## config.mk

```make
export PLATFORM = sky130hd
export DESIGN_NAME = radix_digit_emitter
export DESIGN_NICKNAME = d
export VERILOG_FILES = /design/src/hw/rtl/rde_pkg.sv /design/src/hw/rtl/rde_ctrl.sv /design/src/hw/rtl/rde_datapath.sv /design/src/hw/rtl/radix_digit_emitter.sv
export SDC_FILE = /design/constraint.sdc
export NUM_CORES = 1
export LEC_CHECK = 0
export ABC_AREA = 1
export BUFFER_PORTS_ARGS = -buffer_cell sky130_fd_sc_hd__buf_2
export CAP_MARGIN = 5
export CORE_MARGIN = 3
export CORE_UTILIZATION = 45
export CTS_CLUSTER_SIZE = 14
export DETAILED_ROUTE_END_ITERATION = 6
export PLACE_DENSITY = 0.72
export SLEW_MARGIN = 0
export SYNTH_ARGS = -nofsm -noshare
export SYNTH_HDL_FRONTEND = slang
export SYNTH_SLANG_ARGS = --single-unit
```

## constraint.sdc

```tcl
create_clock -name clk_i -period 14 [get_ports clk_i]
set_input_delay 4.2 -clock clk_i [delete_from_list [all_inputs] [get_ports clk_i]]
set_output_delay 4.2 -clock clk_i [all_outputs]
set_load 0.01 [all_outputs]
```

## src/hw/rtl/rde_pkg.sv

```systemverilog
// Package for the radix digit emitter: widths, constants, state encoding,
// controller/datapath command and status structs, digit-to-ASCII mapping.
// No dependencies.
package rde_pkg;

  localparam int NumberWidth = 32;
  localparam int ValueWidth  = 32;
  localparam int RadixWidth  = 6;
  localparam int CharWidth   = 7;
  // quotient bits resolved per divider cycle
  localparam int StepBits    = 8;
  localparam int Chunks      = NumberWidth / StepBits;
  localparam int ChunkWidth  = $clog2(Chunks);
  localparam int CountWidth  = $clog2(NumberWidth + 1);
  localparam int AddrWidth   = $clog2(NumberWidth);

  localparam logic [RadixWidth-1:0] DefaultRadix = RadixWidth'(10);
  localparam logic [RadixWidth-1:0] MinRadix     = RadixWidth'(2);
  localparam logic [RadixWidth-1:0] MaxRadix     = RadixWidth'(36);
  localparam logic [RadixWidth-1:0] DecimalLimit = RadixWidth'(10);
  localparam logic [CharWidth-1:0]  CharZero     = CharWidth'(48);
  localparam logic [CharWidth-1:0]  CharLetterA  = CharWidth'(65);

  typedef enum logic [3:0] {
    StIdle   = 4'b0001,
    StDiv    = 4'b0010,
    StEmitRd = 4'b0100,
    StEmitWr = 4'b1000
  } state_e;

  typedef struct packed {
    logic load;      // take a new number and radix
    logic div_step;  // resolve one chunk of quotient bits
    logic digit_wr;  // store the finished remainder as a digit
    logic rd_en;     // read the next digit, most significant first
    logic out_load;  // move the read digit into the output register
  } cmd_t;

  typedef struct packed {
    logic div_done;   // this divider cycle finishes the division
    logic quot_zero;  // quotient of this division is zero
    logic store_full; // this digit fills the store
    logic last_pend;  // the digit waiting to be loaded is the final one
    logic out_free;   // output register can take a word this cycle
  } sts_t;

  function automatic logic [CharWidth-1:0] digit_to_ascii(input logic [RadixWidth-1:0] d);
    logic [CharWidth-1:0] dx;
    dx = {{(CharWidth - RadixWidth){1'b0}}, d};
    if (d < DecimalLimit) begin
      return CharZero + dx;
    end
    return CharLetterA + dx - {{(CharWidth - RadixWidth){1'b0}}, DecimalLimit};
  endfunction

endpackage

```

## src/hw/rtl/rde_ctrl.sv

```systemverilog
// Controller of the radix digit emitter: one-hot state machine that
// sequences division, digit storage and emission. Uses rde_pkg.
module rde_ctrl (
  input  logic          clk_i,
  input  logic          rst_ni,
  input  logic          in_valid_i,
  output logic          in_ready_o,
  input  rde_pkg::sts_t sts_i,
  output rde_pkg::cmd_t cmd_o
);

  rde_pkg::state_e state_q, state_d;

  assign in_ready_o = (state_q == rde_pkg::StIdle);

  always_comb begin
    state_d = state_q;
    cmd_o   = '0;
    case (state_q)
      rde_pkg::StIdle: begin
        if (in_valid_i) begin
          cmd_o.load = 1'b1;
          state_d    = rde_pkg::StDiv;
        end
      end
      rde_pkg::StDiv: begin
        cmd_o.div_step = 1'b1;
        if (sts_i.div_done) begin
          cmd_o.digit_wr = 1'b1;
          if (sts_i.quot_zero || sts_i.store_full) begin
            state_d = rde_pkg::StEmitRd;
          end
        end
      end
      rde_pkg::StEmitRd: begin
        cmd_o.rd_en = 1'b1;
        state_d     = rde_pkg::StEmitWr;
      end
      rde_pkg::StEmitWr: begin
        if (sts_i.out_free) begin
          cmd_o.out_load = 1'b1;
          state_d = sts_i.last_pend ? rde_pkg::StIdle : rde_pkg::StEmitRd;
        end
      end
      default: begin
        state_d = rde_pkg::StIdle;
      end
    endcase
  end

  always_ff @(posedge clk_i or negedge rst_ni) begin
    if (!rst_ni) begin
      state_q <= rde_pkg::StIdle;
    end else begin
      state_q <= state_d;
    end
  end

endmodule

```

## src/hw/rtl/rde_datapath.sv

```systemverilog
// Datapath of the radix digit emitter: chunked restoring divider, digit
// store memory, digit count and output register. Uses rde_pkg.
module rde_datapath (
  input  logic                             clk_i,
  input  logic                             rst_ni,
  input  logic [rde_pkg::ValueWidth-1:0]   value_i,
  input  logic [rde_pkg::RadixWidth-1:0]   radix_i,
  input  rde_pkg::cmd_t                    cmd_i,
  output rde_pkg::sts_t                    sts_o,
  output logic                             out_valid_o,
  input  logic                             out_ready_i,
  output logic [rde_pkg::CharWidth-1:0]    digit_char_o,
  output logic                             last_o
);

  logic [rde_pkg::NumberWidth-1:0] num_q, num_d;
  logic [rde_pkg::RadixWidth-1:0]  rem_q, rem_d;
  logic [rde_pkg::RadixWidth-1:0]  radix_q, radix_n;
  logic [rde_pkg::ChunkWidth-1:0]  chunk_q;
  logic [rde_pkg::CountWidth-1:0]  count_q;
  logic [rde_pkg::RadixWidth-1:0]  rd_data_q;
  logic                            rd_last_q;
  logic                            out_valid_q;
  logic [rde_pkg::CharWidth-1:0]   out_char_q;
  logic                            out_last_q;
  logic [rde_pkg::RadixWidth:0]    div_r;
  logic [rde_pkg::StepBits-1:0]    div_qb;
  logic [rde_pkg::CountWidth-1:0]  count_dec;

  logic [rde_pkg::RadixWidth-1:0] store_mem [rde_pkg::NumberWidth];

  // radix clamp: below two means ten, above 36 saturates
  always_comb begin
    if (radix_i < rde_pkg::MinRadix) begin
      radix_n = rde_pkg::DefaultRadix;
    end else if (radix_i > rde_pkg::MaxRadix) begin
      radix_n = rde_pkg::MaxRadix;
    end else begin
      radix_n = radix_i;
    end
  end

  // StepBits restoring steps on a 7-bit partial remainder
  always_comb begin
    div_r  = {1'b0, rem_q};
    div_qb = '0;
    for (int i = 0; i < rde_pkg::StepBits; i++) begin
      div_r = {div_r[rde_pkg::RadixWidth-1:0], num_q[rde_pkg::NumberWidth-1-i]};
      if (div_r >= {1'b0, radix_q}) begin
        div_r = div_r - {1'b0, radix_q};
        div_qb[rde_pkg::StepBits-1-i] = 1'b1;
      end
    end
    rem_d = div_r[rde_pkg::RadixWidth-1:0];
    num_d = {num_q[rde_pkg::NumberWidth-rde_pkg::StepBits-1:0], div_qb};
  end

  assign count_dec = count_q - rde_pkg::CountWidth'(1);

  assign sts_o.div_done   = (chunk_q == rde_pkg::ChunkWidth'(rde_pkg::Chunks - 1));
  assign sts_o.quot_zero  = (num_d == '0);
  assign sts_o.store_full = (count_q == rde_pkg::CountWidth'(rde_pkg::NumberWidth - 1));
  assign sts_o.last_pend  = rd_last_q;
  assign sts_o.out_free   = !out_valid_q || out_ready_i;

  always_ff @(posedge clk_i or negedge rst_ni) begin
    if (!rst_ni) begin
      num_q   <= '0;
      rem_q   <= '0;
      radix_q <= rde_pkg::DefaultRadix;
      chunk_q <= '0;
      count_q <= '0;
    end else begin
      if (cmd_i.load) begin
        num_q   <= value_i[rde_pkg::NumberWidth-1:0];
        rem_q   <= '0;
        radix_q <= radix_n;
        chunk_q <= '0;
        count_q <= '0;
      end else if (cmd_i.div_step) begin
        num_q   <= num_d;
        chunk_q <= chunk_q + rde_pkg::ChunkWidth'(1);
        rem_q   <= cmd_i.digit_wr ? '0 : rem_d;
        if (cmd_i.digit_wr) begin
          count_q <= count_q + rde_pkg::CountWidth'(1);
        end
      end else if (cmd_i.rd_en) begin
        count_q <= count_dec;
      end
    end
  end

  // digit store, least significant digit at address zero
  always_ff @(posedge clk_i) begin
    if (cmd_i.digit_wr) begin
      store_mem[count_q[rde_pkg::AddrWidth-1:0]] <= rem_d;
    end
    if (cmd_i.rd_en) begin
      rd_data_q <= store_mem[count_dec[rde_pkg::AddrWidth-1:0]];
      rd_last_q <= (count_q == rde_pkg::CountWidth'(1));
    end
  end

  always_ff @(posedge clk_i or negedge rst_ni) begin
    if (!rst_ni) begin
      out_valid_q <= 1'b0;
    end else if (cmd_i.out_load) begin
      out_valid_q <= 1'b1;
    end else if (out_ready_i) begin
      out_valid_q <= 1'b0;
    end
  end

  always_ff @(posedge clk_i) begin
    if (cmd_i.out_load) begin
      out_char_q <= rde_pkg::digit_to_ascii(rd_data_q);
      out_last_q <= rd_last_q;
    end
  end

  assign out_valid_o  = out_valid_q;
  assign digit_char_o = out_char_q;
  assign last_o       = out_last_q;

endmodule

```

## src/hw/rtl/radix_digit_emitter.sv

```systemverilog
// Radix digit emitter top level: joins rde_ctrl and rde_datapath.
// Uses rde_pkg.
//
// Input channel (in_valid_i/in_ready_o) takes one word: a 32-bit unsigned
// value_i and a 6-bit radix_i. Radix 0 or 1 means ten, above 36 means 36.
// Output channel (out_valid_o/out_ready_i) returns one word per ASCII digit
// ('0'-'9', 'A'-'Z'), most significant first; last_o marks the final one.
// Zero gives a single '0' with last_o set.
// The divider resolves 8 quotient bits a cycle, so each digit is one full
// division of the number, computed chunk by chunk. Emission reads the
// digit store one address per digit, then loads the output register.
// One number is in work at a time; in_ready_o rises again as soon as the
// final digit is in the output register, even if it has not been taken.
// A stalled receiver holds the output word and pauses emission.
// Reset clears the controller and the output valid; the digit store is not
// cleared, since every digit read was written by the same number.
module radix_digit_emitter (
  input  logic                             clk_i,
  input  logic                             rst_ni,
  input  logic                             in_valid_i,
  output logic                             in_ready_o,
  input  logic [rde_pkg::ValueWidth-1:0]   value_i,
  input  logic [rde_pkg::RadixWidth-1:0]   radix_i,
  output logic                             out_valid_o,
  input  logic                             out_ready_i,
  output logic [rde_pkg::CharWidth-1:0]    digit_char_o,
  output logic                             last_o
);

  rde_pkg::cmd_t cmd;
  rde_pkg::sts_t sts;

  rde_ctrl u_ctrl (
    .clk_i      (clk_i),
    .rst_ni     (rst_ni),
    .in_valid_i (in_valid_i),
    .in_ready_o (in_ready_o),
    .sts_i      (sts),
    .cmd_o      (cmd)
  );

  rde_datapath u_datapath (
    .clk_i        (clk_i),
    .rst_ni       (rst_ni),
    .value_i      (value_i),
    .radix_i      (radix_i),
    .cmd_i        (cmd),
    .sts_o        (sts),
    .out_valid_o  (out_valid_o),
    .out_ready_i  (out_ready_i),
    .digit_char_o (digit_char_o),
    .last_o       (last_o)
  );

  // a pending output word is never overwritten
  a_load_free: assert property (@(posedge clk_i) disable iff (!rst_ni)
    cmd.out_load |-> sts.out_free)
    else $error("output word overwritten before it was taken");

  // final digit loaded frees the input side on the next cycle
  a_last_ready: assert property (@(posedge clk_i) disable iff (!rst_ni)
    cmd.out_load && sts.last_pend |=> in_ready_o)
    else $error("input not ready after final digit");

  // digits are only stored at the end of a division
  a_wr_in_div: assert property (@(posedge clk_i) disable iff (!rst_ni)
    cmd.digit_wr |-> cmd.div_step && sts.div_done)
    else $error("digit stored outside a finished division");

  // emitted words are always legal digit characters
  a_char_range: assert property (@(posedge clk_i) disable iff (!rst_ni)
    out_valid_o |-> (digit_char_o >= rde_pkg::CharZero && digit_char_o <= 7'd57) ||
                    (digit_char_o >= rde_pkg::CharLetterA && digit_char_o <= 7'd90))
    else $error("digit character out of range");

endmodule
```

==> reports/results.txt, run 1 <==
Status - completed
Ratio of final minimum period to clock period - 94.6%
Post-Syn Instances - 1,355
Ys Warns - 0
Post-Route WL - 36,000 um
Ports - 52
Worst hold path class - flip-flop to flip-flop
Number of global-route vias before repair - 10,200
Detail-routed via count per cell - 5.73
H-tree depth - 1
Post-CTS Hold Buffers - 0
CP top delay family - compound AO/OA/AOI/OAI gates
DPL Wire Length - 23,800 um
Worst path most repeated cell - nand2_1
Synth async-reset ratio - 21.6%
Mapped cell area - 13,800 um2
Maximum clock rate - 75.5 MHz
Port bufs - 51
Max-capacitance violation count - 0
Slowest CP cell - dfstp_4
Post-synth cell types - 49
Largest net degree at the start of global routing - 98
Sink Count - 264
All-Layer GR Usage - 20.8%
Vias - 10,500
Critical path buffer and inverter count - 10
Post-synth EDFFs - 207
Core region area - 30,000 um2
Starting Density - 46.2%
Routed Antenna Nets - 0
Area Growth Syn to Fin - 14.4%
Slew HR - 26.7%
Die width - 181 um
Crit end category - flip-flop
Clock Latency Late Sink - 0.56 ns
Worst EP arrival - 13.60 ns
Crit start category - flip-flop
Crit Path Max Fanout - 16
Antenna violations before repair - 0
Hold Violations, Final - 0
Clk slew on worst S/H paths - 0.06 ns
Gpl congestion - 0.951
Inserted Clock Buffers - 28
Synthesized Nets - 1,462
Gr ovfl total - 0
Final Slew Violations - 0
DIE AREA - 32,900 um2
WP data required - 14.36 ns
Final core occ - 52.8%
# setup viols final - 0
DIE HEIGHT - 181 um
Crit path largest cell delay - 0.63 ns
Min cycle time layout - 13.24 ns
Final nets - 1,531
#FFs+latches synth - 264
Seq/Total Area, Yosys - 55.3%
Actual slew at the worst max-slew pin - 1.09 ns
Syn_area_per_cell - 10.2 um2
Drt wl/cell - 19.6 um
# diodes - 0
Layout cells sized above 1 - 14.7%
Residual DRC - 0
Row count - 63
Pre-antenna DRT Iters - 7
Main flop type after synthesis - edfxtp_1
Clk root buf - clkbuf_16
First-pass GRT wire length - 55,200 um
WS Path Type - flip-flop to flip-flop
Worst Skew - 0.0256 ns
Max Root-Sink Buffers - 3
Starting DRT DRC Count - 1,096
CTS tree - built
## layer usage
layer,GRT usage [%],vias to the layer above,share of wire (%)
li1,-,4946,-
met1,28.6,5044,42
met2,34.4,443,48
met3,2.98,86,7.0
met4,6.06,0,2.9
met5,0,-,0
## cell type report
type,instances,area [um2]
Clock buffer,30,708
Clock inverter,22,216
Timing Repair inverter,1,5.00
Fill cell,2638,14100
Sequential cell,264,7650
Inverter,134,515
Multi-Input combinational cell,908,5680
Timing Repair Buffer,87,558
Tap cell,390,488
## through the flow
| stage | worst slack [ns] | setup TNS (ns) | cell area, um2 | instances | hold slack [ns] |
|---|---|---|---|---|---|
| 2_1_floorplan | 0.943 | 0 | 13800 | 1355 | 0.434 |
| 6_report | 0.761 | 0 | 15800 | 1836 | 0.479 |
| 4_1_cts | 0.0765 | 0 | 15500 | 1820 | 0.472 |
| 3_5_place_dp | -0.477 | -54.85 | 14600 | 1766 | 0.463 |
| 5_1_grt | -0.106 | -13.29 | 15800 | 1836 | 0.507 |
| 3_3_place_gp | 0.276 | 0 | 14600 | 1766 | 0.450 |
## cell usage in the layout, fill, tap and decap left out, types with 6 or more instances in the layout
cell / count
dfrtp_1: 53
ha_1: 51
nor4_1: 7
buf_4: 32
clkbuf_16: 28
xnor2_1: 13
inv_2: 6
o21ai_0: 85
nand2_1: 207
clkinv_1: 10
mux2i_1: 19
a21oi_1: 33
nand3_1: 42
inv_1: 123
o21a_4: 6
o21ai_2: 8
o211ai_1: 31
o32ai_1: 30
edfxtp_1: 207
o221ai_1: 37
xor2_1: 23
a31oi_1: 13
nand2_2: 15
nand3_4: 7
nor2_1: 188
o21ai_1: 10
nand4_1: 19
buf_2: 51
fa_1: 8
nor3_1: 7
## registers in the layout, indices dropped and copies added, names as in the netlist, 2 cells and up
name and cells:
u_datapath.count_q 6, u_datapath.num_q 32, u_datapath.chunk_q 2, u_datapath.rem_q 6
u_datapath.radix_q 6, u_datapath.digit_char_o 7, u_ctrl.state_q 4, u_datapath.rd_data_q 6
u_datapath.store_mem 192
## cells in the mapped netlist, types with 5 or more instances
cell type  instances  area [um2]
o32ai_1           30         263
clkbuf_1          45         169
nor3_1             7        35.0
mux2i_1           19         190
dfrtp_1           54        1350
o21a_1             8        60.1
a31oi_1           13        81.3
o221ai_1          37         324
xor2_1            23         201
nand4_1           19         119
nand3_1           42         210
inv_1            130         488
nand3_4            7         123
ha_1              57         713
edfxtp_1         207        6220
nor4_1             9        56.3
nand2_1          209         785
fa_1               8         160
o21ai_1           15        75.1
a21oi_1           36         180
nor2_1           189         709
nand2_2           14        87.6
o211ai_1          31         233
xnor2_1           13         114
o21ai_0           88         440
buf_1              5        18.8
## cell families after synthesis
family,share of synthesized area (%)
and+or+nand+nor,16.6
AOI/OAI and AO/OA,12.9
DFF,55.3
buffers and inverters,5.24
adders and majority gates,6.32
xor gates and xnor gates,2.28
muxes,1.38
## repair_timing
item / in CTS / in global routing
buffers inserted: 2 / 11
endpoints found under the setup margin: 161 / 202
cloned: 0 / 5
resized for setup: 7 / 42
pin swaps: 1 / 7
## path summary, 6_finish.rpt
| path | from | endpoint | slack [ns] | cells after the start |
|---|---|---|---|---|
| max in group asynchronous | rst_ni | u_datapath.count_q[0]$_DFFE_PN0P_ | 9.63 | 2 |
| max reg2reg | u_datapath.radix_q[1]$_DFFE_PN1P_ | u_datapath.store_mem[30][2]$_DFFE_PP_ | 0.76 | 75 |
| min | u_datapath.count_q[5]$_DFFE_PN0P_ | u_datapath.count_q[5]$_DFFE_PN0P_ | 0.48 | 1 |
| min in group asynchronous | rst_ni | u_datapath.num_q[29]$_DFFE_PN0P_ | 3.82 | 2 |
| min reg2reg | u_datapath.count_q[5]$_DFFE_PN0P_ | u_datapath.count_q[5]$_DFFE_PN0P_ | 0.48 | 1 |
| max | u_datapath.radix_q[1]$_DFFE_PN1P_ | u_datapath.store_mem[30][2]$_DFFE_PP_ | 0.76 | 75 |
Power of run 1 is not shown: default switching activity piles up to over one toggle a cycle in this logic, so the estimate is an artifact.
==> inputs of run 2 (changes only) <==
--- a/config.mk
+++ b/config.mk
@@ -10,9 +10,9 @@
 export CAP_MARGIN = 5
 export CORE_MARGIN = 3
 export CORE_UTILIZATION = 45
-export CTS_CLUSTER_SIZE = 14
 export DETAILED_ROUTE_END_ITERATION = 6
 export PLACE_DENSITY = 0.72
+export RECOVER_POWER = 50
 export SLEW_MARGIN = 0
 export SYNTH_ARGS = -nofsm -noshare
 export SYNTH_HDL_FRONTEND = slang
==> reports/results.txt, run 2 (same netlist as run 1, synthesis figures left out) <==
WP data required - 14.47 ns (was 14.36 ns)
Routed Antenna Nets - 0 (unchanged)
Hold slack - 0.480 ns (was 0.479 ns)
Largest net degree at the start of global routing - 98 (unchanged)
Clk root buf - clkbuf_16 (unchanged)
Worst r2r src - u_datapath.radix_q[1]$_DFFE_PN1P_ (unchanged)
Final nets - 1,528 (was 1,531)
Starting Density - 46.2% (unchanged)
Final Slew Violations - 271 (was 0)
Crit start category - flip-flop (unchanged)
Hold Violations, Final - 0 (unchanged)
Residual DRC - 0 (unchanged)
Flop-to-flop setup slack - 0.79 ns (was 0.76 ns)
Layout cells sized above 1 - 13.5% (was 14.7%)
Core region area - 30,000 um2 (unchanged)
Pre-antenna DRT Iters - 6 (was 7)
Vias - 10,500 (about the same)
Violated checks - capacitance limit, slew limit
Worst hold path class - flip-flop to flip-flop (unchanged)
DIE AREA - 32,900 um2 (unchanged)
Number of global-route vias before repair - 10,200 (about the same)
# setup viols final - 0 (unchanged)
DIE HEIGHT - 181 um (unchanged)
Row count - 63 (unchanged)
Antenna violations before repair - 0 (unchanged)
Port bufs - 51 (unchanged)
Drt wl/cell - 19.3 um (was 19.6 um)
Actual slew at the worst max-slew pin - 3.94 ns (was 1.09 ns)
Final setup margin - 0.795 ns (was 0.761 ns)
Slew HR - -163% (was 26.7%)
Status - complete, but fails checks (was completed)
Area Growth Syn to Fin - 13.7% (was 14.4%)
Sink Count - 264 (unchanged)
Crit path largest cell delay - 0.64 ns (was 0.63 ns)
Worst path most repeated cell - nand2_1 (unchanged)
CTS tree - built (unchanged)
Max reg flops - 192 (unchanged)
Worst Skew - 0.0323 ns (was 0.0256 ns)
Hold path start - u_datapath.count_q[5]$_DFFE_PN0P_ (unchanged)
Worst EP arrival - 13.67 ns (was 13.60 ns)
Min cycle time layout - 13.21 ns (was 13.24 ns)
Die width - 181 um (unchanged)
Gr ovfl total - 0 (unchanged)
Placed cell count - 1,766 (unchanged)
Max Root-Sink Buffers - 3 (unchanged)
Maximum clock rate - 75.7 MHz (was 75.5 MHz)
Crit Path Max Fanout - 17 (was 16)
Inserted Clock Buffers - 28 (unchanged)
Most frequent cells in the layout - 208 x nand2_1, 207 x edfxtp_1, 188 x nor2_1, 126 x inv_1, 86 x o21ai_0 (was 207 x nand2_1, 207 x edfxtp_1, 188 x nor2_1, 123 x inv_1, 85 x o21ai_0)
Ports - 52 (unchanged)
H-tree depth - 1 (unchanged)
Clock Latency Late Sink - 0.56 ns (about the same)
Max-capacitance violation count - 4 (was 0)
Ratio of final minimum period to clock period - 94.3% (was 94.6%)
Final cell count without fillers - 1,833 (was 1,836)
Post-Route WL - 35,400 um (was 36,000 um)
All-Layer GR Usage - 20.8% (about the same)
Detail-routed via count per cell - 5.72 (was 5.73)
# diodes - 0 (unchanged)
Clk slew on worst S/H paths - 0.06 ns (about the same)
Slowest CP cell - dfstp_4 (unchanged)
Worst slack at placement - -0.477 ns (unchanged)
Gpl congestion - 0.951 (unchanged)
Crit end category - flip-flop (unchanged)
Starting DRT DRC Count - 1,024 (was 1,096)
WS Path Type - flip-flop to flip-flop (unchanged)
DPL Wire Length - 23,800 um (unchanged)
CP startpoint - u_datapath.radix_q[1]$_DFFE_PN1P_ (unchanged)
First-pass GRT wire length - 55,300 um (was 55,200 um)
Most common library cell in the layout ignoring fill and taps - nand2_1
Post-CTS Hold Buffers - 0 (unchanged)
run 2: cell count changes in the layout (fill, tap and decap cells not counted), moves of 3 or more:
| cell | previous run | this run |
|---|---|---|
| inv_2 | 6 | 3 |
| clkbuf_1 | 2 | 8 |
| inv_1 | 123 | 126 |
| o21a_4 | 6 | 3 |
run 2: metal layers:
layer / vias up / wire, um / GRT usage, %
met5: - / 0 / 0
met2: 393 / 16900 / 34.7
met1: 5084 / 15400 / 28.6
met3: 72 / 2050 / 2.44
li1: 4938 / - / -
met4: 0 / 1020 / 6.46
run 2: path summary, 6_finish.rpt:
kind	endpoint	cells after the start
min reg2reg	u_datapath.count_q[5]$_DFFE_PN0P_	1
min in group asynchronous	u_datapath.num_q[29]$_DFFE_PN0P_	2
min	u_datapath.count_q[5]$_DFFE_PN0P_	1
max	u_datapath.rem_q[0]$_DFFE_PN0P_	80
max reg2reg	u_datapath.rem_q[0]$_DFFE_PN0P_	80
max in group asynchronous	u_datapath.count_q[5]$_DFFE_PN0P_	2
run 2: layout make-up:
cell class                 instances  area [um2]
multi-input combinational        904        5580
tap                              390         488
fill                            2643       14200
timing repair buffer              89         564
inverter                         134         515
sequential                       264        7650
clock inverter                    21         213
clock buffer                      31         712
run 2: worst max-delay path, delay by kind of cell (launching register included):
kind                     cells  cell delay (ns)
flip-flops                   1             0.64
adder cells (fa/ha/maj)      8             2.61
AO/OA/AOI/OAI               30             5.16
buffers and inverters       11             1.31
AND/OR/NAND/NOR             31             3.40
run 2: stage by stage:
step	TNS (ns)	util [%]	instance area, um2
6_report	0	52.5	15700
5_1_grt	-7.99	52.5	15700
4_1_cts	0	51.8	15500
3_5_place_dp	-54.85	48.6	14600
3_3_place_gp	0	48.6	14600
2_1_floorplan	0	-	13800
run 2: timing repair:
item / 4_1_cts / 5_1_grt
setup endpoints to repair: 161 / 202
setup buffers: 2 / 12
hold endpoints to repair: 0 / 0
resized for setup: 7 / 30
pin swaps: 1 / 9
gates cloned: 0 / 1
Power of run 2 is left out for the same reason.
